## src/rtl/uole_pkg.sv

```systemverilog
// ============================================================================
// uole_pkg
// Shared types, field widths and codes for the unique ordered list engine.
// ============================================================================
`default_nettype none

package uole_pkg;

    // Field widths of one transaction on each stream
    localparam int KIND_W    = 4;
    localparam int POS_W     = 6;
    localparam int REF_W     = 16;
    localparam int IDX_W     = 5;
    localparam int STAT_W    = 3;
    localparam int COUNT_W   = 6;
    localparam int S_TDATA_W = 32;
    localparam int M_TDATA_W = 32;

    // Defaults for the top-level parameters
    localparam int DEPTH_DEF   = 32;
    localparam int ID_BITS_DEF = 16;

    // Operation kinds; codes 10 to 15 are no-ops
    localparam logic [KIND_W-1:0] KIND_PUSH     = 4'd0;
    localparam logic [KIND_W-1:0] KIND_POP_AT   = 4'd1;
    localparam logic [KIND_W-1:0] KIND_POP_LAST = 4'd2;
    localparam logic [KIND_W-1:0] KIND_INSERT   = 4'd3;
    localparam logic [KIND_W-1:0] KIND_ERASE_AT = 4'd4;
    localparam logic [KIND_W-1:0] KIND_ERASE_ID = 4'd5;
    localparam logic [KIND_W-1:0] KIND_GET      = 4'd6;
    localparam logic [KIND_W-1:0] KIND_FIND     = 4'd7;
    localparam logic [KIND_W-1:0] KIND_CONTAINS = 4'd8;
    localparam logic [KIND_W-1:0] KIND_CLEAR    = 4'd9;

    // Result status codes
    typedef enum logic [STAT_W-1:0] {
        STAT_OK        = 3'd0,
        STAT_BAD_INDEX = 3'd1,
        STAT_NIL       = 3'd2,
        STAT_DUP       = 3'd3,
        STAT_EMPTY     = 3'd4,
        STAT_FULL      = 3'd5
    } t_status;

    // Datapath operations issued by the controller
    typedef enum logic [3:0] {
        DP_NOP,
        DP_LOAD,
        DP_SCAN,
        DP_DOWN,
        DP_UP,
        DP_STEP,
        DP_RD_POS,
        DP_RD_LAST,
        DP_WR_ID,
        DP_DONE
    } t_dp_op;

    // Length update at the end of an operation
    typedef enum logic [1:0] {
        LEN_KEEP,
        LEN_INC,
        LEN_DEC,
        LEN_CLR
    } t_len_op;

    // Walk mode of the memory sweep
    typedef enum logic [1:0] {
        MODE_SCAN,
        MODE_DOWN,
        MODE_UP
    } t_mode;

    // Controller states
    typedef enum logic [2:0] {
        S_IDLE,
        S_DISPATCH,
        S_SCAN,
        S_POST,
        S_DOWN,
        S_MOVE,
        S_FIN
    } t_state;

    // Result fields handed over with DP_DONE
    typedef struct packed {
        t_status status;
        logic    changed;
        logic    use_ref;
        logic    found;
        logic    use_idx;
        t_len_op len_op;
    } t_fin;

    // Controller to datapath
    typedef struct packed {
        t_dp_op op;
        t_fin   fin;
    } t_dp_cmd;

    // Datapath to controller
    typedef struct packed {
        logic [KIND_W-1:0] kind;
        logic              hit;
        logic              walk_end;
        logic              found;
        logic              id_nil;
        logic              pos_ge_len;
        logic              pos_gt_len;
        logic              empty;
        logic              full;
    } t_dp_stat;

endpackage

`default_nettype wire

```

## src/rtl/uole_datapath.sv

```systemverilog
// ============================================================================
// uole_datapath
// Entry memory, length register, sweep counters and result register.
// ============================================================================
`default_nettype none

module uole_datapath import uole_pkg::*; #(
    parameter int DEPTH   = DEPTH_DEF,
    parameter int ID_BITS = ID_BITS_DEF
) (
    input  wire logic                 i_clk,
    input  wire logic                 i_rst_n,
    input  wire t_dp_cmd              i_cmd,
    input  wire logic [KIND_W-1:0]    i_kind,
    input  wire logic [POS_W-1:0]     i_position,
    input  wire logic [REF_W-1:0]     i_ref_id,
    output t_dp_stat                  o_stat,
    // ref_out, index_out, found, status, changed, count (lowest bit up)
    output logic [M_TDATA_W-1:0]      o_result
);

    localparam int EW = (ID_BITS < REF_W) ? ID_BITS : REF_W;
    localparam int AW = $clog2(DEPTH);
    localparam int LW = $clog2(DEPTH + 1);
    localparam int PW = (LW > POS_W) ? LW : POS_W;

    // Entry storage
    logic [EW-1:0] mem [DEPTH];

    // Item and list state
    logic [KIND_W-1:0] r_kind, n_kind;
    logic [PW-1:0]     r_pos, n_pos;
    logic [EW-1:0]     r_id, n_id;
    logic [LW-1:0]     r_len, n_len;

    // Sweep state
    t_mode             r_mode, n_mode;
    logic [LW-1:0]     r_ptr, n_ptr;
    logic [LW-1:0]     r_rem, n_rem;
    logic              r_pv, n_pv;
    logic [AW-1:0]     r_radr, n_radr;
    logic              r_found, n_found;
    logic [EW-1:0]     r_rdata;
    logic [EW-1:0]     r_ref;

    // Result register
    logic [REF_W-1:0]   r_o_ref, n_o_ref;
    logic [IDX_W-1:0]   r_o_idx, n_o_idx;
    logic               r_o_found, n_o_found;
    logic [STAT_W-1:0]  r_o_status, n_o_status;
    logic               r_o_changed, n_o_changed;
    logic [COUNT_W-1:0] r_o_count, n_o_count;

    // Memory port controls
    logic          w_re_walk, w_re_ref, w_we;
    logic [AW-1:0] w_ra, w_wa;
    logic [EW-1:0] w_wd;
    logic          w_hit;
    logic [AW-1:0] w_move_wa;

    // Match of the entry read in the previous scan step
    assign w_hit = r_pv && (r_mode == MODE_SCAN) && (r_rdata == r_id);
    // Moved entry lands one slot above or below where it was read
    assign w_move_wa = (r_mode == MODE_UP) ? (r_radr + AW'(1)) : (r_radr - AW'(1));

    // Status toward the controller
    always_comb begin
        o_stat.kind       = r_kind;
        o_stat.hit        = w_hit;
        o_stat.walk_end   = (r_rem == '0) && !r_pv;
        o_stat.found      = r_found;
        o_stat.id_nil     = (r_id == '0);
        o_stat.pos_ge_len = (r_pos >= PW'(r_len));
        o_stat.pos_gt_len = (r_pos > PW'(r_len));
        o_stat.empty      = (r_len == '0);
        o_stat.full       = (r_len == LW'(DEPTH));
    end

    // Next-state decode of the datapath command
    always_comb begin
        n_kind      = r_kind;
        n_pos       = r_pos;
        n_id        = r_id;
        n_len       = r_len;
        n_mode      = r_mode;
        n_ptr       = r_ptr;
        n_rem       = r_rem;
        n_pv        = 1'b0;
        n_radr      = r_radr;
        n_found     = r_found;
        n_o_ref     = r_o_ref;
        n_o_idx     = r_o_idx;
        n_o_found   = r_o_found;
        n_o_status  = r_o_status;
        n_o_changed = r_o_changed;
        n_o_count   = r_o_count;
        w_re_walk   = 1'b0;
        w_re_ref    = 1'b0;
        w_ra        = '0;
        w_we        = 1'b0;
        w_wa        = '0;
        w_wd        = '0;

        // A scan hit records where the id sits
        if (w_hit) begin
            n_found = 1'b1;
            n_pos   = PW'(r_radr);
        end

        unique case (i_cmd.op)
            DP_LOAD: begin
                n_kind = i_kind;
                n_id   = i_ref_id[EW-1:0];
                n_pos  = (i_kind == KIND_PUSH) ? PW'(r_len) : PW'(i_position);
            end
            DP_SCAN: begin
                n_mode  = MODE_SCAN;
                n_ptr   = '0;
                n_rem   = r_len;
                n_found = 1'b0;
            end
            DP_DOWN: begin
                n_mode = MODE_DOWN;
                n_ptr  = LW'(r_pos) + LW'(1);
                n_rem  = r_len - LW'(r_pos) - LW'(1);
            end
            DP_UP: begin
                n_mode = MODE_UP;
                n_ptr  = r_len - LW'(1);
                n_rem  = r_len - LW'(r_pos);
            end
            DP_STEP: begin
                if (r_rem != '0) begin
                    w_re_walk = 1'b1;
                    w_ra      = r_ptr[AW-1:0];
                    n_radr    = r_ptr[AW-1:0];
                    n_ptr     = (r_mode == MODE_UP) ? (r_ptr - LW'(1)) : (r_ptr + LW'(1));
                    n_rem     = r_rem - LW'(1);
                    n_pv      = 1'b1;
                end
                if (r_pv && (r_mode != MODE_SCAN)) begin
                    w_we = 1'b1;
                    w_wa = w_move_wa;
                    w_wd = r_rdata;
                end
            end
            DP_RD_POS: begin
                w_re_ref = 1'b1;
                w_ra     = r_pos[AW-1:0];
            end
            DP_RD_LAST: begin
                w_re_ref = 1'b1;
                w_ra     = AW'(r_len - LW'(1));
            end
            DP_WR_ID: begin
                w_we = 1'b1;
                w_wa = r_pos[AW-1:0];
                w_wd = r_id;
            end
            DP_DONE: begin
                case (i_cmd.fin.len_op)
                    LEN_INC: n_len = r_len + LW'(1);
                    LEN_DEC: n_len = r_len - LW'(1);
                    LEN_CLR: n_len = '0;
                    default: n_len = r_len;
                endcase
                n_o_ref     = i_cmd.fin.use_ref ? REF_W'(r_ref) : '0;
                n_o_idx     = i_cmd.fin.use_idx ? IDX_W'(r_pos) : '0;
                n_o_found   = i_cmd.fin.found;
                n_o_status  = i_cmd.fin.status;
                n_o_changed = i_cmd.fin.changed;
                n_o_count   = COUNT_W'(n_len);
            end
            default: begin
            end
        endcase
    end

    // Memory: one write and one registered read per cycle
    always_ff @(posedge i_clk) begin
        if (w_we) begin
            mem[w_wa] <= w_wd;
        end
        if (w_re_walk) begin
            r_rdata <= mem[w_ra];
        end
        if (w_re_ref) begin
            r_ref <= mem[w_ra];
        end
    end

    // Control registers
    always_ff @(posedge i_clk) begin
        if (!i_rst_n) begin
            r_len <= '0;
            r_pv  <= 1'b0;
            r_rem <= '0;
        end else begin
            r_len <= n_len;
            r_pv  <= n_pv;
            r_rem <= n_rem;
        end
    end

    // Payload registers
    always_ff @(posedge i_clk) begin
        r_kind      <= n_kind;
        r_pos       <= n_pos;
        r_id        <= n_id;
        r_mode      <= n_mode;
        r_ptr       <= n_ptr;
        r_radr      <= n_radr;
        r_found     <= n_found;
        r_o_ref     <= n_o_ref;
        r_o_idx     <= n_o_idx;
        r_o_found   <= n_o_found;
        r_o_status  <= n_o_status;
        r_o_changed <= n_o_changed;
        r_o_count   <= n_o_count;
    end

    assign o_result = {r_o_count, r_o_changed, r_o_status, r_o_found, r_o_idx, r_o_ref};

endmodule

`default_nettype wire

```

## src/rtl/uole_ctrl.sv

```systemverilog
// ============================================================================
// uole_ctrl
// Sequencer: checks, scan, shift, result hand-off and stream handshakes.
// ============================================================================
`default_nettype none

module uole_ctrl import uole_pkg::*; (
    input  wire logic     i_clk,
    input  wire logic     i_rst_n,
    input  wire logic     i_s_valid,
    output logic          o_s_ready,
    output logic          o_m_valid,
    input  wire logic     i_m_ready,
    input  wire t_dp_stat i_stat,
    output t_dp_cmd       o_cmd
);

    t_state  r_state, n_state;
    t_status r_status, n_status;
    logic    r_ovld, n_ovld;
    t_fin    w_fin;
    logic    w_ok;

    assign w_ok = (r_status == STAT_OK);

    // Result fields from kind and outcome
    always_comb begin
        w_fin.status  = r_status;
        w_fin.changed = 1'b0;
        w_fin.use_ref = 1'b0;
        w_fin.found   = 1'b0;
        w_fin.use_idx = 1'b0;
        w_fin.len_op  = LEN_KEEP;
        case (i_stat.kind) inside
            KIND_PUSH, KIND_INSERT: begin
                w_fin.changed = w_ok;
                w_fin.len_op  = w_ok ? LEN_INC : LEN_KEEP;
            end
            KIND_POP_AT, KIND_POP_LAST: begin
                w_fin.changed = w_ok;
                w_fin.use_ref = w_ok;
                w_fin.len_op  = w_ok ? LEN_DEC : LEN_KEEP;
            end
            KIND_ERASE_AT, KIND_ERASE_ID: begin
                w_fin.changed = w_ok;
                w_fin.len_op  = w_ok ? LEN_DEC : LEN_KEEP;
            end
            KIND_GET: begin
                w_fin.use_ref = w_ok;
            end
            KIND_FIND: begin
                w_fin.found   = i_stat.found;
                w_fin.use_idx = i_stat.found;
            end
            KIND_CONTAINS: begin
                w_fin.found = i_stat.found;
            end
            KIND_CLEAR: begin
                w_fin.changed = !i_stat.empty;
                w_fin.len_op  = LEN_CLR;
            end
            default: begin
            end
        endcase
    end

    // Next state and commands
    always_comb begin
        n_state    = r_state;
        n_status   = r_status;
        n_ovld     = r_ovld;
        o_cmd.op   = DP_NOP;
        o_cmd.fin  = w_fin;
        o_s_ready  = 1'b0;

        // Result leaves on its transaction
        if (r_ovld && i_m_ready) begin
            n_ovld = 1'b0;
        end

        unique case (r_state)
            S_IDLE: begin
                o_s_ready = 1'b1;
                if (i_s_valid) begin
                    o_cmd.op = DP_LOAD;
                    n_state  = S_DISPATCH;
                end
            end
            S_DISPATCH: begin
                n_status = STAT_OK;
                n_state  = S_FIN;
                case (i_stat.kind) inside
                    KIND_PUSH: begin
                        if (i_stat.id_nil) begin
                            n_status = STAT_NIL;
                        end else begin
                            o_cmd.op = DP_SCAN;
                            n_state  = S_SCAN;
                        end
                    end
                    KIND_INSERT: begin
                        if (i_stat.pos_gt_len) begin
                            n_status = STAT_BAD_INDEX;
                        end else begin
                            o_cmd.op = DP_SCAN;
                            n_state  = S_SCAN;
                        end
                    end
                    KIND_POP_AT: begin
                        if (i_stat.pos_ge_len) begin
                            n_status = STAT_BAD_INDEX;
                        end else begin
                            o_cmd.op = DP_RD_POS;
                            n_state  = S_DOWN;
                        end
                    end
                    KIND_ERASE_AT: begin
                        if (i_stat.pos_ge_len) begin
                            n_status = STAT_BAD_INDEX;
                        end else begin
                            o_cmd.op = DP_DOWN;
                            n_state  = S_MOVE;
                        end
                    end
                    KIND_POP_LAST: begin
                        if (i_stat.empty) begin
                            n_status = STAT_EMPTY;
                        end else begin
                            o_cmd.op = DP_RD_LAST;
                        end
                    end
                    KIND_GET: begin
                        if (i_stat.pos_ge_len) begin
                            n_status = STAT_BAD_INDEX;
                        end else begin
                            o_cmd.op = DP_RD_POS;
                        end
                    end
                    KIND_ERASE_ID, KIND_FIND, KIND_CONTAINS: begin
                        o_cmd.op = DP_SCAN;
                        n_state  = S_SCAN;
                    end
                    default: begin
                    end
                endcase
            end
            S_SCAN: begin
                if (i_stat.hit || i_stat.walk_end) begin
                    n_state = S_POST;
                end else begin
                    o_cmd.op = DP_STEP;
                end
            end
            S_POST: begin
                n_state = S_FIN;
                case (i_stat.kind) inside
                    KIND_PUSH, KIND_INSERT: begin
                        if (i_stat.found) begin
                            n_status = STAT_DUP;
                        end else if (i_stat.id_nil) begin
                            n_status = STAT_NIL;
                        end else if (i_stat.full) begin
                            n_status = STAT_FULL;
                        end else begin
                            o_cmd.op = DP_UP;
                            n_state  = S_MOVE;
                        end
                    end
                    KIND_ERASE_ID: begin
                        if (!i_stat.found) begin
                            n_status = STAT_BAD_INDEX;
                        end else begin
                            o_cmd.op = DP_DOWN;
                            n_state  = S_MOVE;
                        end
                    end
                    default: begin
                    end
                endcase
            end
            S_DOWN: begin
                o_cmd.op = DP_DOWN;
                n_state  = S_MOVE;
            end
            S_MOVE: begin
                if (i_stat.walk_end) begin
                    if ((i_stat.kind == KIND_PUSH) || (i_stat.kind == KIND_INSERT)) begin
                        o_cmd.op = DP_WR_ID;
                    end
                    n_state = S_FIN;
                end else begin
                    o_cmd.op = DP_STEP;
                end
            end
            S_FIN: begin
                // Wait for the result register to be free
                if (!r_ovld || i_m_ready) begin
                    o_cmd.op = DP_DONE;
                    n_ovld   = 1'b1;
                    n_state  = S_IDLE;
                end
            end
            default: begin
                n_state = S_IDLE;
            end
        endcase
    end

    // State register
    always_ff @(posedge i_clk) begin
        if (!i_rst_n) begin
            r_state  <= S_IDLE;
            r_status <= STAT_OK;
            r_ovld   <= 1'b0;
        end else begin
            r_state  <= n_state;
            r_status <= n_status;
            r_ovld   <= n_ovld;
        end
    end

    assign o_m_valid = r_ovld;

endmodule

`default_nettype wire

```

## src/rtl/unique_ordered_list_engine.sv

```systemverilog
// ============================================================================
// unique_ordered_list_engine
// Ordered list of unique non-nil ids with positional insert and removal.
// ============================================================================
// Usage:
//   Operations enter on the slave stream (kind, position, ref_id) and each
//   produces exactly one result transaction on the master stream (ref_out,
//   index_out, found, status, changed, count).
//   One operation is in flight at a time. Get, pop from end, clear, no-ops
//   and operations that fail their first check go from the checks straight
//   to the result. An id scan reads the whole list on a miss and stops at
//   the match on a hit; a shift moves the entries after the affected slot
//   by one, and pop_at first reads its entry. The longest operation is an
//   insert at the head of a list of DEPTH-1 entries. The single memory read
//   port takes one entry per cycle. The next input transaction is taken in
//   the cycle after the result is written.
//   A new operation is taken while the previous result still waits; a
//   stalled receiver holds the result and the block waits before writing
//   the next one.
//   Reset empties the list at once; entry memory is not cleared.
// ============================================================================
`default_nettype none

module unique_ordered_list_engine import uole_pkg::*; #(
    parameter int DEPTH   = DEPTH_DEF,
    parameter int ID_BITS = ID_BITS_DEF
) (
    input  wire logic                 i_clk,
    input  wire logic                 i_rst_n,
    input  wire logic                 i_s_axis_tvalid,
    output logic                      o_s_axis_tready,
    // kind[3:0], position[9:4], ref_id[25:10], zero fill above
    input  wire logic [S_TDATA_W-1:0] i_s_axis_tdata,
    output logic                      o_m_axis_tvalid,
    input  wire logic                 i_m_axis_tready,
    // ref_out[15:0], index_out[20:16], found[21], status[24:22],
    // changed[25], count[31:26]
    output logic [M_TDATA_W-1:0]      o_m_axis_tdata
);

    localparam int KIND_LSB = 0;
    localparam int POS_LSB  = KIND_LSB + KIND_W;
    localparam int REF_LSB  = POS_LSB + POS_W;

    t_dp_cmd  w_cmd;
    t_dp_stat w_stat;

    uole_ctrl u_ctrl (
        .i_clk     (i_clk),
        .i_rst_n   (i_rst_n),
        .i_s_valid (i_s_axis_tvalid),
        .o_s_ready (o_s_axis_tready),
        .o_m_valid (o_m_axis_tvalid),
        .i_m_ready (i_m_axis_tready),
        .i_stat    (w_stat),
        .o_cmd     (w_cmd)
    );

    uole_datapath #(
        .DEPTH   (DEPTH),
        .ID_BITS (ID_BITS)
    ) u_datapath (
        .i_clk      (i_clk),
        .i_rst_n    (i_rst_n),
        .i_cmd      (w_cmd),
        .i_kind     (i_s_axis_tdata[KIND_LSB +: KIND_W]),
        .i_position (i_s_axis_tdata[POS_LSB +: POS_W]),
        .i_ref_id   (i_s_axis_tdata[REF_LSB +: REF_W]),
        .o_stat     (w_stat),
        .o_result   (o_m_axis_tdata)
    );

endmodule

`default_nettype wire
```

## config.mk

```make
export PLATFORM = sky130hd
export DESIGN_NAME = unique_ordered_list_engine
export DESIGN_NICKNAME = d
export VERILOG_FILES = /design/src/rtl/uole_pkg.sv /design/src/rtl/uole_datapath.sv /design/src/rtl/uole_ctrl.sv /design/src/rtl/unique_ordered_list_engine.sv
export SDC_FILE = /design/constraint.sdc
export NUM_CORES = 1
export LEC_CHECK = 0
export ABC_CLOCK_PERIOD_IN_PS = 9800
export BUFFER_PORTS_ARGS = -buffer_cell sky130_fd_sc_hd__buf_2
export CORE_AREA = 2 2 333 335
export CTS_CLUSTER_DIAMETER = 80
export DETAILED_ROUTE_END_ITERATION = 10
export DIE_AREA = 0 0 335 337
export GPL_TIMING_DRIVEN = 0
export SETUP_SLACK_MARGIN = 0.3
export SYNTH_ARGS = -nofsm -noshare
export SYNTH_HDL_FRONTEND = slang
export SYNTH_SLANG_ARGS = --single-unit
```

## constraint.sdc

```tcl
create_clock -name i_clk -period 9.8 [get_ports i_clk]
set_input_delay 1.96 -clock i_clk [delete_from_list [all_inputs] [get_ports i_clk]]
set_output_delay 1.96 -clock i_clk [all_outputs]
set_load 0.05 [all_outputs]
```

==> flow_summary.toml, run 1 <==
[outcome]
outcome = "completed"

[timing]
period_needed_ps = 6620
period_share_pct = 67.5
finClkSkew_ps = 25.8
setup_viol = 0
finalWorstSetupSlack_ps = 3180
rsz0062_at_grt = "false"
tightest_slew_ps = 1390
slew_headroom_pct = 7.20
max_freq_ghz = 0.151
final.setup.tns_ps = 0
final_hold_viol_count = 0
slew_viol_final = 0

[global_routing]
grt.busiest_layer = "met2"
antenna_found_initial = 0
grt_util_met1_pct = 18.3
grt_max_degree = 33
grt_pass1_vias = 17100
use_met2_pct = 22.2
grt_usage_pct = 13.6
globalRouteMet3Util_pct = 2.05
grt_pass1_wl_microns = 115000
overflow = 0

[synthesis]
synth_top_flop_cell = "edfxtp_1"
synth.distinct_cells = 75
synth_area_per_cell_sq_um = 13.7
seq_area_frac_synth_pct = 69.4
synth_enable_flop_cells = 614
synthArstFlopShare_pct = 0
yosys_warnings = 0
synth_seq_cells = 635
synth.cell_area_sq_um = 27200
synth_nets = 2032
synth_cells = 1978

[worst_setup_path]
arrival_ps = 6990
reg2reg_depth = 17
path_class = "register to register"
crit_path_top_delay_cell = "a221oi_2"
cp_cell_sequence = "clkbuf_1 -> inv_1 -> ha_1 -> inv_1 -> fa_1 -> a21o_1 -> a221oi_1 -> a211oi_1 -> o21bai_1 -> nor3_1 -> a221oi_2 -> buf_2 -> clkbuf_1 -> a211oi_1 -> o21bai_1 -> nand4_1 -> a21oi_1"
critPathCapture = "u_datapath.r_ref[9]"
crit_path_max_incr_delay_ps = 870
cp-start-kind = "register"
cp-end-kind = "register"
cp_data_required_time_ps = 10180
worstPathMaxFanout = 10
worst_r2r_endpoint = "u_datapath.r_ref[9]"
timing.rr.start = "u_datapath.r_len[0]"
critPathLaunch = "u_datapath.r_len[0]"
r2r_setup_slack_ps = 3180

[layout]
fin_nets = 2184
syn_to_final_growth_pct = 17.2
antenna_cells = 0
drive_above_1_share_pct = 14.2
finalNonFillerCells = 3607
fill_cells = 11000
utilization_pct = 29.0

[clocking]
cts_root_buf = "clkbuf_16"
cts_buffer_depth = 3
clk_latency_ps = 620
cts_made_buffers = 71
htree_levels = 3
ctsHoldBuffers = 0
cts_resized = 0
clkSinkCount = 635
post_cts.repair.setup_buffers = 0
tritoncts = "built"
clk_pin_slew_ps = 60

[routing]
avgViaCountPerCell = 4.93
vias = 17800
drt_wl_total_microns = 78500
drc = 0
postRouteAntennaNets = 0
drtPass1Iterations = 6
drt_iter0_drc = 2102
wl_per_cell_microns = 21.8

[placed_design]
hpwl_microns = 53200
routabilityCongestion = 0.865
dp_cells = 3483
port_buffers = 62
place_ws_ps = 3290

[power_and_ir_drop]
leakagePower_nw = 9.94
power.density_nw_per_um2 = 220
ir_worst_vdd_v = 0.000117
power.total_w = 0.00701

[floorplan]
coreArea_sq_um = 110000
fp.dieH_microns = 337
rows = 122
io-pin-count = 70
start_util_pct = 24.8
die_width_microns = 335
dieArea_sq_um = 113000

[hold_path]
hold_path_depth = 1
worstHoldPathType = "register to register"

[run]
maxCapViolations = 0
[cell usage in the layout (no fill, tap or decap), types with 20 or more instances in the layout]
master	synthesis	routed
nand3_1	20	20
edfxtp_1	614	614
nor3_1	52	52
nor2_2	0	31
o21ai_0	20	20
clkbuf_16	0	74
a311oi_1	28	28
xnor2_1	26	26
a211oi_1	154	154
and2_1	22	22
a21oi_1	93	93
and3_1	165	165
o21bai_1	66	66
buf_2	32	94
dfxtp_1	21	21
nor2_1	80	49
inv_1	21	21
nand2_1	182	182
clkbuf_1	82	89
mux2i_1	29	29
[where the power goes]
| group | internal (W) | switching (W) |
|---|---|---|
| Clock | 0.00151 | 0.00108 |
| Combinational | 0.000413 | 0.000823 |
| Sequential | 0.00309 | 0.0000946 |
| Total | 0.00502 | 0.00199 |
[flip-flops by register name, summed over array words and instances (netlist names), 2 cells and up]
signal / flops
u_datapath.r_rdata: 16
u_datapath.r_o_idx: 5
u_datapath.mem: 512
u_datapath.r_id: 16
u_datapath.r_o_ref: 16
u_datapath.r_ref: 16
u_datapath.r_kind: 4
u_datapath.r_rem: 6
u_ctrl.r_status: 3
u_datapath.r_pos: 6
u_datapath.r_o_status: 3
u_datapath.r_radr: 5
u_datapath.r_mode: 2
u_ctrl.r_state: 3
u_datapath.r_len: 6
u_datapath.r_ptr: 5
u_datapath.r_o_count: 6
[stage by stage]
step / area (sq um) / hold slack [ps]
2_1_floorplan: 27200 / 458
3_3_place_gp: 29300 / 503
3_5_place_dp: 29600 / 508
4_1_cts: 31800 / 517
5_1_grt: 31800 / 530
6_report: 31800 / 514
[cell families after synthesis]
kind of cell / synth area share (%)
compound gates: 12.8
xor+xnor: 1.32
fa+ha+maj: 0.912
buf+inv: 2.86
flops: 69.4
mux: 1.11
simple gates: 11.6
[cell usage after synthesis (all sizes together), types with 22 or more instances]
cell	n	area, sq um
a211oi	160	1230
a21oi	95	483
a311oi	28	245
and2	23	144
and3	165	1030
buf	58	378
clkbuf	84	318
edfxtp	614	18400
mux2i	29	290
nand2	183	694
nor2	80	300
nor3	52	260
o21ai	22	110
o21bai	66	495
xnor2	26	228
[critical path: cells and delay by family (launching register included)]
family          cells  cell delay [ps]
compound gates      8             3420
buf+inv             5             1420
simple gates        2              630
fa+ha+maj           2              590
flops               1              310
[worst min-delay path by stage]
stage                              start                        to  slack, ps
finish               u_datapath.r_ref[5]     u_datapath.r_o_ref[5]        510
global route         u_datapath.r_ref[5]     u_datapath.r_o_ref[5]        530
CTS                 u_datapath.r_ref[15]    u_datapath.r_o_ref[15]        520
detailed placement   u_datapath.r_ptr[4]      u_datapath.r_radr[4]        510
global placement      u_ctrl.r_status[2]  u_datapath.r_o_status[2]        500
floorplan            u_datapath.r_ptr[2]      u_datapath.r_radr[2]        460
[metal layers]
layer / routed length (microns) / vias to the layer above
met2: 36900 / 703
met5: 0 / -
li1: - / 8017
met4: 2750 / 0
met3: 5570 / 132
met1: 33300 / 8948
[cell type report]
cell class,instances,area [sq um],share of cell area (%)
inverters,22,82.6,0.259
flip-flops and latches,635,18900,59.3
repair buffers,79,529,1.66
well taps,1426,1780,5.61
plain buffers,142,699,2.20
multi-input cells,1179,7630,24.0
clock buffers,84,1890,5.94
clock inverters,40,355,1.12
Note: power is estimated with default switching activity, not from simulation.
==> run 2: changes to the inputs <==
ABC_CLOCK_PERIOD_IN_PS = 5700   (was 9800)
clock period = 5.7 ns   (was 9.8 ns; I/O delays follow)
==> run 2 against run 1 <==
  * Clock skew up 2.7 ps
  * Final cell count barely moved
  * Non-clock buffer count up 1
  * Utilization is 0.16 points higher
  * Critical path depth increased by 1
  * Largest cell class unchanged
  * Sequential cell count did not move
==> flow_summary.toml, run 2 (synthesis results as in run 1) <==
[outcome]
outcome = "completed"

[timing]
finClkSkew_ps = 28.5
final_hold_viol_count = 0
max_freq_ghz = 0.186
slew_headroom_pct = 3.86
period_needed_ps = 5370
tightest_slew_ps = 1440
slew_viol_final = 0
rsz0062_at_grt = "true"
period_share_pct = 94.2
setup_viol = 0

[layout]
regMostFlops = "u_datapath.mem"
fin_nets = 2185
fill_cells = 10900
mostFrequentLayoutCells = "614 x edfxtp_1, 182 x nand2_1, 165 x and3_1"
finalNonFillerCells = 3608
drive_above_1_share_pct = 15.8
final_common_cell = "edfxtp_1"
antenna_cells = 0
syn_to_final_growth_pct = 17.8
largest_register_ffs = 512

[routing]
vias = 17900
drt_wl_total_microns = 78600
drc = 0
wl_per_cell_microns = 21.8
drt_iter0_drc = 2153
postRouteAntennaNets = 0
drtPass1Iterations = 7
avgViaCountPerCell = 4.96

[clocking]
cts_made_buffers = 71
cts_root_buf = "clkbuf_16"
htree_levels = 3
clk_pin_slew_ps = 60
cts_buffer_depth = 3
tritoncts = "built"
clk_latency_ps = 620
clkSinkCount = 635
ctsHoldBuffers = 0

[placed_design]
port_buffers = 62
hpwl_microns = 53200
dp_cells = 3483
routabilityCongestion = 0.865

[worst_setup_path]
crit_path_max_incr_delay_ps = 450
crit_path_top_delay_cell = "nand4_1"
cp-end-kind = "register"
path_class = "register to register"
critPathLaunch = "u_datapath.r_len[0]"
arrival_ps = 5790
cp_data_required_time_ps = 6120
r2r_setup_slack_ps = 330
cp_cell_sequence = "clkbuf_1 -> inv_1 -> ha_1 -> inv_1 -> fa_1 -> a21o_1 -> a221oi_4 -> nor2_1 -> a41o_1 -> nor3_2 -> a221o_1 -> buf_2 -> clkbuf_4 -> buf_2 -> a211oi_1 -> o21bai_1 -> nand4_1 -> a21oi_2"
cp-start-kind = "register"
worst_r2r_endpoint = "u_datapath.r_ref[9]"
critPathCapture = "u_datapath.r_ref[9]"
reg2reg_depth = 18
worstPathMaxFanout = 10
timing.rr.start = "u_datapath.r_len[0]"

[power_and_ir_drop]
pwr-share-seq_pct = 45.2
switching_share_pct = 28.5
intPower_w = 0.00865
p_sw_w = 0.00346
pwr-share-clk_pct = 36.8
power.density_nw_per_um2 = 378
leakagePower_nw = 9.94
ir_worst_vdd_v = 0.000202
comb_power_share_pct = 18.0
power.total_w = 0.0121

[global_routing]
overflow = 0
grt_pass1_wl_microns = 115000
grt_pass1_vias = 17100
antenna_found_initial = 0
grt_usage_pct = 13.6
grt_max_degree = 33

[hold_path]
worstHoldPathType = "register to register"

[floorplan]
start_util_pct = 24.8
rows = 122
die_width_microns = 335
dieArea_sq_um = 113000
fp.dieH_microns = 337
coreArea_sq_um = 110000
io-pin-count = 70

[run]
maxCapViolations = 0
==> run 2: layer usage <==
layer | track usage, % | wire (microns) | share of wire [%]
met1 | 18.3 | 33400 | 42
met2 | 22.3 | 37100 | 47
met3 | 2.05 | 5500 | 7.0
met4 | 5.08 | 2660 | 3.4
met5 | 0 | 0 | 0
==> run 2: how the worst min path moves through the flow <==
stage               cells after the start                  from                        to
detailed placement                      0   u_datapath.r_ptr[4]      u_datapath.r_radr[4]
global route                            1   u_datapath.r_ref[5]     u_datapath.r_o_ref[5]
CTS                                     1  u_datapath.r_ref[15]    u_datapath.r_o_ref[15]
floorplan                               0   u_datapath.r_ptr[2]      u_datapath.r_radr[2]
global placement                        0    u_ctrl.r_status[2]  u_datapath.r_o_status[2]
finish                                  1   u_datapath.r_ref[5]     u_datapath.r_o_ref[5]
==> run 2: power groups by stage <==
| stage | registers, W | clock network (W) | logic [W] |
|---|---|---|---|
| after detailed placement | 0.00557 | 0 | 0.00209 |
| final | 0.00547 | 0.00445 | 0.00217 |
| after global routing | 0.00549 | 0.00471 | 0.00236 |
| after CTS | 0.00548 | 0.00450 | 0.00212 |
| after floorplan | 0.00554 | 0 | 0.00143 |
| after global placement | 0.00557 | 0 | 0.00208 |
==> run 2: final cells by class <==
cell class	instances	area, sq um	area share (%)
sequential	635	18900	58.9
multi-input combinational	1179	7790	24.3
clock buffer	84	1890	5.90
tap	1426	1780	5.57
buffer	142	716	2.24
timing repair buffer	80	537	1.68
clock inverter	40	355	1.11
inverter	22	82.6	0.258
==> run 2: per-stage QoR <==
| step | TNS [ps] | cell area, sq um | worst slack [ps] | hold slack (ps) | utilization (%) |
|---|---|---|---|---|---|
| 2_1_floorplan | 0 | 27200 | 1740 | 458 | - |
| 3_3_place_gp | -20000 | 29300 | -734 | 503 | 26.7 |
| 3_5_place_dp | -22530 | 29600 | -808 | 508 | 27.0 |
| 4_1_cts | 0 | 31900 | 327 | 517 | 29.1 |
| 5_1_grt | 0 | 32000 | 223 | 530 | 29.2 |
| 6_report | 0 | 32000 | 330 | 513 | 29.2 |
==> run 2: worst max-delay path: cells and delay by family, from the launching register on <==
| family | cells | cell delay (ps) |
|---|---|---|
| flip-flops | 1 | 310 |
| AND/OR/NAND/NOR | 3 | 950 |
| buffers and inverters | 6 | 1340 |
| AO/OA/AOI/OAI | 7 | 1980 |
| adder cells (fa/ha/maj) | 2 | 590 |
==> run 2: repair_timing <==
item	in CTS	in global routing
buffers inserted	1	0
endpoints found under the setup margin	32	27
resized for setup	11	36
pin swaps	1	5
==> run 3: changes to the inputs <==
CORE_AREA = 3 3 334 336   (was 2 2 333 335)
DIE_AREA = 0 0 337 339   (was 0 0 335 337)
SLEW_MARGIN = 25   (was default)
==> run 3 against run 2 <==
  * Clock skew is 2.9 ps higher
  * Critical path depth stayed put
  * Via count is 1.3% higher
  * Critical endpoint is now u_datapath.r_rdata[1]
  * Clock power is 2% lower
  * Non-clock buffer count is 23 higher
  * Utilization is 0.56 points higher
==> flow_summary.toml, run 3 (synthesis results as in run 1) <==
[clocking]
htree_levels = 3
cts_made_buffers = 69
clk_latency_ps = 620
ctsHoldBuffers = 0
cts_root_buf = "clkbuf_16"
cts_buffer_depth = 3
clk_pin_slew_ps = 60
clkSinkCount = 635
tritoncts = "built"

[layout]
regMostFlops = "u_datapath.mem"
fin_area_sq_um = 32400
syn_to_final_growth_pct = 19.3
final_common_cell = "edfxtp_1"
largest_register_ffs = 512
antenna_cells = 0
fin_nets = 2206
drive_above_1_share_pct = 17.1
mostFrequentLayoutCells = "614 x edfxtp_1, 182 x nand2_1, 165 x and3_1"

[routing]
drc = 0
avgViaCountPerCell = 5.02
drtPass1Iterations = 6
wl_per_cell_microns = 22.0
postRouteAntennaNets = 0
vias = 18100
drt_wl_total_microns = 79600
drt_iter0_drc = 2030

[timing]
period_needed_ps = 5280
hold_slack_ps = 520
slew_viol_final = 0
max_freq_ghz = 0.189
finClkSkew_ps = 31.4
rsz0062_at_grt = "false"
slew_headroom_pct = 25.5
tightest_slew_ps = 1120
final.setup.tns_ps = 0
finalWorstSetupSlack_ps = 423
period_share_pct = 92.6
final_hold_viol_count = 0
setup_viol = 0

[worst_setup_path]
crit_family = "compound AO/OA/AOI/OAI gates"
worstPathMaxFanout = 10
r2r_setup_slack_ps = 420
arrival_ps = 5710
cp_data_required_time_ps = 6130
crit_path_max_incr_delay_ps = 420
cp-end-kind = "register"
crit_path_top_delay_cell = "a41o_1"
cp-start-kind = "register"
cp_cell_sequence = "clkbuf_1 -> inv_1 -> ha_1 -> inv_1 -> fa_1 -> a21o_1 -> a221oi_4 -> nor2_1 -> a41o_1 -> nor3_4 -> a221o_1 -> clkbuf_4 -> clkbuf_4 -> buf_2 -> a211oi_1 -> o21bai_1 -> nand4_1 -> a21oi_2"
path_buf_inv = 6
path_class = "register to register"

[global_routing]
antenna_found_initial = 0
grt_pass1_wl_microns = 117000
grt_max_degree = 42
overflow = 0
grt_usage_pct = 13.6
grt_pass1_vias = 17600

[floorplan]
dieArea_sq_um = 114000
die_width_microns = 337
coreArea_sq_um = 109000
start_util_pct = 25.0
rows = 121
fp.dieH_microns = 339
io-pin-count = 70

[power_and_ir_drop]
leakagePower_nw = 10.0
power.total_w = 0.0121
power.density_nw_per_um2 = 372
ir_worst_vdd_v = 0.000199

[outcome]
outcome = "completed"

[run]
maxCapViolations = 0

[placed_design]
routabilityCongestion = 0.879
hpwl_microns = 55600
place_ws_ps = -851
place_area_sq_um = 30000
port_buffers = 62

[hold_path]
worstHoldPathType = "register to register"
run 3: cell count changes in the layout (fill, tap and decap cells not counted), sizes merged:
cell,before,now
buf,134,156
clkinv,28,18
clkbuf,172,176
clkinvlp,3,5
bufinv,5,4
run 3: metal layers:
metal  vias up  routed length (microns)  global-route usage [%]
li1       8081                        -                       -
met1      9091                    32400                    18.2
met2       832                    37700                    22.2
met3       117                     6870                    2.40
met4         0                     2630                    4.91
met5         -                        0                       0
run 3: path summary, 6_finish.rpt:
| kind | from | to | cells after the start |
|---|---|---|---|
| max | u_datapath.r_len[0] | u_datapath.r_rdata[1] | 18 |
| min | u_datapath.r_ref[7] | u_datapath.r_o_ref[7] | 1 |
| max reg2reg | u_datapath.r_len[0] | u_datapath.r_rdata[1] | 18 |
| min reg2reg | u_datapath.r_ref[7] | u_datapath.r_o_ref[7] | 1 |
run 3: final cells by class:
class / count / area (sq um)
buffer: 142 / 726
clock buffer: 87 / 1860
clock inverter: 31 / 309
fill: 10700 / 76500
inverter: 22 / 82.6
multi-input combinational: 1179 / 7860
sequential: 635 / 18900
tap: 1414 / 1770
timing repair buffer: 103 / 933
run 3: power breakdown:
part / switching, W / internal (W)
clock network: 0.00184 / 0.00250
logic: 0.00148 / 0.000758
registers: 0.000171 / 0.00531
run 3: per-stage QoR:
stage,util (%),cells
2_1_floorplan,-,1978
3_3_place_gp,26.9,3454
3_5_place_dp,27.6,3493
4_1_cts,29.6,3611
5_1_grt,29.8,3613
6_report,29.8,3613
run 3: what timing repair did:
action	4_1_cts	5_1_grt
buffers inserted	0	2
endpoints found under the hold margin	0	0
gates resized for setup	24	30
endpoints found under the setup margin	32	32
pin swaps	2	7
